==> src/rtl/a64x_pkg.sv <==
// Shared types and constants for the A64 subset execute unit.
package a64x_pkg;

  typedef enum logic [3:0] {
    OP_ADDSUB_IMM,
    OP_ADDSUB_REG,
    OP_LOGIC,
    OP_MOVN,
    OP_MOVZ,
    OP_MOVK,
    OP_MADD,
    OP_B,
    OP_BCOND,
    OP_BR,
    OP_HALT,
    OP_UNSUP
  } op_t;

  typedef struct packed {
    op_t         op;
    logic [31:0] word;
  } dec_t;

  typedef struct packed {
    logic [31:0] instr_word;
  } in_item_t;

  typedef struct packed {
    logic [1:0]  status;
    logic [4:0]  dest_index;
    logic [63:0] dest_value;
    logic [63:0] next_pc;
    logic [3:0]  flags_nzcv;
  } out_item_t;

  localparam logic [31:0] HALT_WORD   = 32'h8a00_0000;
  localparam logic [31:0] BR_MASK     = 32'hFFFF_FC1F;
  localparam logic [31:0] BR_PATTERN  = 32'hD61F_0000;
  localparam logic [5:0]  B_OPCODE    = 6'h05;
  localparam logic [7:0]  BCOND_OPCODE = 8'h54;

  localparam logic [1:0]  ST_EXEC  = 2'd0;
  localparam logic [1:0]  ST_HALT  = 2'd1;
  localparam logic [1:0]  ST_UNSUP = 2'd2;

  localparam logic [4:0]  REG_ZR      = 5'd31;
  localparam logic [3:0]  FLAGS_RESET = 4'b0100;
  localparam logic [63:0] HALF_MASK   = 64'h0000_0000_FFFF_FFFF;
  localparam logic [63:0] HW_MASK     = 64'h0000_0000_0000_FFFF;

  localparam logic [3:0]  COND_EQ = 4'd0;
  localparam logic [3:0]  COND_NE = 4'd1;
  localparam logic [3:0]  COND_GE = 4'd10;
  localparam logic [3:0]  COND_LT = 4'd11;
  localparam logic [3:0]  COND_GT = 4'd12;
  localparam logic [3:0]  COND_LE = 4'd13;
  localparam logic [3:0]  COND_AL = 4'd14;

endpackage

==> src/rtl/a64x_queue.sv <==
// Short FIFO of classified items between the front and back ends.
module a64x_queue #(
  parameter int DEPTH = 4
) (
  input  logic           clk,
  input  logic           rst_n,
  input  logic           push,
  input  a64x_pkg::dec_t push_dec,
  output logic           q_ready,
  input  logic           pop,
  output logic           head_valid,
  output a64x_pkg::dec_t head_dec
);

  localparam int PW = $clog2(DEPTH);
  localparam int CW = $clog2(DEPTH + 1);

  a64x_pkg::dec_t mem_r [DEPTH];
  logic [PW-1:0]  wr_ptr_r, rd_ptr_r;
  logic [CW-1:0]  cnt_r;

  assign q_ready    = cnt_r != CW'(DEPTH);
  assign head_valid = cnt_r != '0;
  assign head_dec   = mem_r[rd_ptr_r];

  always_ff @(posedge clk) begin
    if (!rst_n) begin
      wr_ptr_r <= '0;
      rd_ptr_r <= '0;
      cnt_r    <= '0;
    end else begin
      if (push) begin
        wr_ptr_r <= (wr_ptr_r == PW'(DEPTH - 1)) ? '0 : wr_ptr_r + 1'b1;
      end
      if (pop) begin
        rd_ptr_r <= (rd_ptr_r == PW'(DEPTH - 1)) ? '0 : rd_ptr_r + 1'b1;
      end
      if (push && !pop) begin
        cnt_r <= cnt_r + 1'b1;
      end else if (pop && !push) begin
        cnt_r <= cnt_r - 1'b1;
      end
    end
  end

  always_ff @(posedge clk) begin
    if (push) begin
      mem_r[wr_ptr_r] <= push_dec;
    end
  end

endmodule

==> config.mk <==
export PLATFORM = sky130hd
export DESIGN_NAME = a64x_queue
export DESIGN_NICKNAME = d
export VERILOG_FILES = /design/src/rtl/a64x_pkg.sv /design/src/rtl/a64x_queue.sv
export SDC_FILE = /design/constraint.sdc
export NUM_CORES = 1
export LEC_CHECK = 0
export BUFFER_PORTS_ARGS = -buffer_cell sky130_fd_sc_hd__buf_2
export CAP_MARGIN = 10
export CORE_MARGIN = 5
export CORE_UTILIZATION = 30
export CTS_CLUSTER_DIAMETER = 80
export CTS_CLUSTER_SIZE = 12
export DETAILED_ROUTE_END_ITERATION = 12
export PLACE_DENSITY = 0.58
export SLEW_MARGIN = 20
export SYNTH_ARGS = -nofsm -noshare
export SYNTH_HDL_FRONTEND = slang
export SYNTH_SLANG_ARGS = --single-unit
==> constraint.sdc <==
create_clock -name clk -period 2 [get_ports clk]
set_input_delay 0.4 -clock clk [delete_from_list [all_inputs] [get_ports clk]]
set_output_delay 0.4 -clock clk [all_outputs]
set_load 0.005 [all_outputs]
== Word level (Yosys, flattened, before mapping) ==
Memories as Yosys holds them, arrays and structs flattened. A register that Yosys moved wholly into a read port is not among the register bits.
Index checks and enable logic that the tools add are counted.
Cells by class
  add/sub/neg operators: 4
  equality and inequality tests: 3
  muxes and demuxes: 8
  reduce and logical (&&, ||, !) cells: 6
Operators with widths (count)
  $mux 2: 4
  $mux 3: 2
  $add 2x1->2 const B: 2
  $eq 2x2->1 const B: 2
  $add 3x1->3 const B: 1
  $ne 3x3->1 const B: 1
  $reduce_bool 3->1: 1
  $sub 3x1->3 const B: 1
  $logic_and 1x1->1: 2
  $logic_not 1->1: 2
  $mux 1: 2
  $reduce_bool 2->1: 1
Storage, ports and cells
  register bits: 7
  RAM bits: 144
  output and inout port bits: 38
  logic and storage cells: 25
  memories kept: 1
Memories
  mem_r: words 4, bits a word 36, read ports 1, clocked after Yosys merged registers in 1, write ports 1, line a64x_queue.sv:18  | a64x_pkg::dec_t mem_r [DEPTH];

== Depth between registers and ports, before layout ==
  depth after elaboration: 4
  mapped depth: 7
  mapped depth without buffers: 7

== Worst setup path before layout ==
OpenSTA, ideal clock, no wires.
  path kind: register -> register
  start: register wr_ptr_r[0]
  end: memory mem_r[3][0] in the netlist's numbering, enable pin
  setup time: 0.397 ns
  arrival time: 1.430 ns
  required time: 1.603 ns
  setup slack: 0.174 ns
  cell stages (with the launch flop): 3
  path buffers: 0
  period minus slack after synthesis: 1.826 ns
  cell sequence: dfxtp_1 > ha_1 > and2_1
RTL lines
  from (decl): line a64x_queue.sv:19  | logic [PW-1:0] wr_ptr_r, rd_ptr_r;
  from (signal assigned): line a64x_queue.sv:33  | wr_ptr_r <= (wr_ptr_r == PW'(DEPTH - 1)) ? '0 : wr_ptr_r + 1'b1;
  to (decl): line a64x_queue.sv:18
No word-level cell before the write port.

==> results.cfg <==
[min_path]
worstHoldPathCells = 1
min-delay-start = push_dec[33]
whs_endpoint = mem_r[3][33]$_DFFE_PP_
hp-class = input pin to flop

[route]
drc = 0
routed_via_density = 4.50
drt_first_pass_iters = 4
routed_wl_microns = 10700
wl_per_cell_microns = 18.6
vias = 2594
antenna_left = 0
route.top_layer_used = met5
route.met3.wl_microns = 662
drt_iter0_markers = 118
met1_length_microns = 4380
dr_wl_met2_microns = 5530

[sta]
setup_viol = 36
finalHoldViolCount = 0
maxSlewHeadroom = 0.784
whs_ns = 0.201
slew_viol_final = 0
worstMarginPinSlew_ns = 0.323
tns_ns = -1.77
min_period_ns = 2.09
setup_ws_ns = -0.0901
max_freq_mhz = 478
fin_skew_ns = 0.0109
rsz0062_at_grt = yes
fin_crit_sh = 1.05

[setup_path]
startpoint_type = flop
cp-end-kind = output port
crit_arrival_ns = 1.69
r2r_start = cnt_r[0]$_SDFFE_PN0P_
worst-setup-path-type = flop to output port
critPathRequiredTime_ns = 1.60
ff2ff_path_depth = 4
r2r_slack_ns = 0.50
critPathMaxFanout = 5
rr_endpoint = cnt_r[2]$_SDFFE_PN0P_

[layout]
area_growth_pct = 25.5
register_area_sq_um = 4510
diodes = 0
num-nets-final = 379
fill_cells = 1713
multiInputGateArea_sq_um = 1080
final_cells = 577
layout-drive-gt1-share = 0.464

[cts]
cts-root-buf = clkbuf_16
cts_sinks = 153
clkTransAtPathRegs_ns = 0.06
numCtsBuffers = 17
cts_tree = yes
h-tree-depth = 4
clk_latency_ns = 0.42
clockBufferDepth = 2

[yosys]
synthArstFlopShare = 0
yosysMostFrequentCell = edfxtp_1
synth_flop_cell = edfxtp_1
synth-seq-cells = 153
synth_edf_count = 144
syn_inst = 233
yosysUniqueCellTypes = 23
ys_seq_area_frac = 0.789
ys_warn_count = 0
synth.net_count = 280
synth_commonest_cells = edfxtp_1 (144), mux4_2 (30), dfxtp_1 (9)
ys_top_cells_by_area = edfxtp_1 (76%), mux4_2 (12%), dfxtp_1 (3.2%)
synth_area_leader_cell = edfxtp_1
postSynthAreaPerCell_sq_um = 24.5
synth_top_area_share = 0.758
syn-cell-area_sq_um = 5710

[power]
p_total_mw = 7.87
ir_drop_mv = 0.582
cellLeakagePower_nw = 2.45
p_per_area_nw_per_um2 = 1100

[floorplanning]
io_pins = 78
core_sq_um = 18700
start_util = 0.305
die_height_microns = 148
die-area_sq_um = 21900
num_rows = 50
die_w_microns = 148

[run]
drv_cap = 0

[place]
numPortBuffers = 77
place_congestion = 0.670
post-place-cells = 544
dp_hpwl_microns = 6290

[run_status]
violations = setup timing
run_status = finished with violations

[global_routing]
antenna_found_initial = 2
grt_use_total = 0.103
grt_start_max_net_pins = 37
grt_pass1_wl_microns = 16400
grt_overflow = 0
grt_pass1_vias = 2926
-- stage by stage --
stage                     setup slack [ns]  utilization  cell area [sq um]
after floorplan                      0.174            -               5710
after CTS                           -0.129        0.382               7150
after detailed placement            0.0378        0.344               6440
after global routing                -0.157        0.383               7160
final                              -0.0901        0.383               7160
after global placement               0.141        0.344               6440
-- kinds of logic after synthesis --
logic type / Yosys count / synth area share
xor gates and xnor gates: 2 / 0.00307
DFF: 153 / 0.789
muxes: 40 / 0.153
AOI/OAI and AO/OA: 3 / 0.00351
adders and majority gates: 7 / 0.0167
and+or+nand+nor: 16 / 0.0160
buffers and inverters: 12 / 0.0186
-- power breakdown --
| group | switching (mW) | total, mW | internal (mW) | leakage [nW] |
|---|---|---|---|---|
| Sequential | 0.0472 | 3.71 | 3.66 | 1.40 |
| Combinational | 0.307 | 0.645 | 0.338 | 0.740 |
| Clock | 1.19 | 3.52 | 2.33 | 0.316 |
-- registers in the layout (all words and copies together) (netlist names), named ones only --
register and count:
cnt_r 3, mem_r 144, rd_ptr_r 2, wr_ptr_r 2
-- layout make-up --
class / instances / share of cell area
clock inverters: 12 / 0.0313
flip-flops and latches: 153 / 0.629
well taps: 234 / 0.0409
repair buffers: 88 / 0.0857
clock buffers: 18 / 0.0599
inverters: 4 / 0.00210
multi-input cells: 68 / 0.151
-- worst max-delay path, cell delays in order, from the launching register on --
cell and delay, ns:
dfxtp_4 0.39, buf_12 0.13, buf_16 0.13, mux4_2 0.49, buf_2 0.14
-- routing by layer --
metal | vias to the layer above | GRT usage
met2 | 60 | 0.171
met4 | 4 | 0.0360
met5 | - | 0
met3 | 16 | 0.0448
li1 | 1171 | -
met1 | 1343 | 0.119
-- cell usage in the layout (no fill, tap or decap), types with 2 or more instances in the layout --
| cell type | n |
|---|---|
| and2_2 | 4 |
| buf_12 | 7 |
| buf_16 | 2 |
| buf_2 | 74 |
| buf_4 | 2 |
| buf_6 | 3 |
| bufinv_16 | 6 |
| clkbuf_16 | 17 |
| clkinv_2 | 2 |
| clkinv_4 | 2 |
| dfxtp_1 | 7 |
| edfxtp_1 | 144 |
| ha_1 | 6 |
| inv_1 | 4 |
| mux2i_1 | 4 |
| mux4_2 | 36 |
| nor2_1 | 2 |
| nor2b_1 | 5 |
| or3_1 | 2 |
-- what timing repair did --
action / in CTS / in global routing
gates cloned: 2 / 0
setup buffers: 1 / 0
endpoints found under the setup margin: 36 / 36
gates resized for setup: 10 / 2
hold buffers: 0 / 0
-- how the worst max path moves through the flow --
stage / endpoint / from / cells after the start / slack, ns
2_1_floorplan: mem_r[3][0]$_DFFE_PP_ / wr_ptr_r[0]$_SDFFE_PN0P_ / 2 / 0.17
6_report: head_dec[33] / flop / 4 / -0.09
3_3_place_gp: cnt_r[2]$_SDFFE_PN0P_ / pop / 8 / 0.14
4_1_cts: head_dec[2] / flop / 3 / -0.13
5_1_grt: head_dec[31] / flop / 4 / -0.16
3_5_place_dp: cnt_r[2]$_SDFFE_PN0P_ / pop / 8 / 0.04
Power figures use the tool's default switching activity.
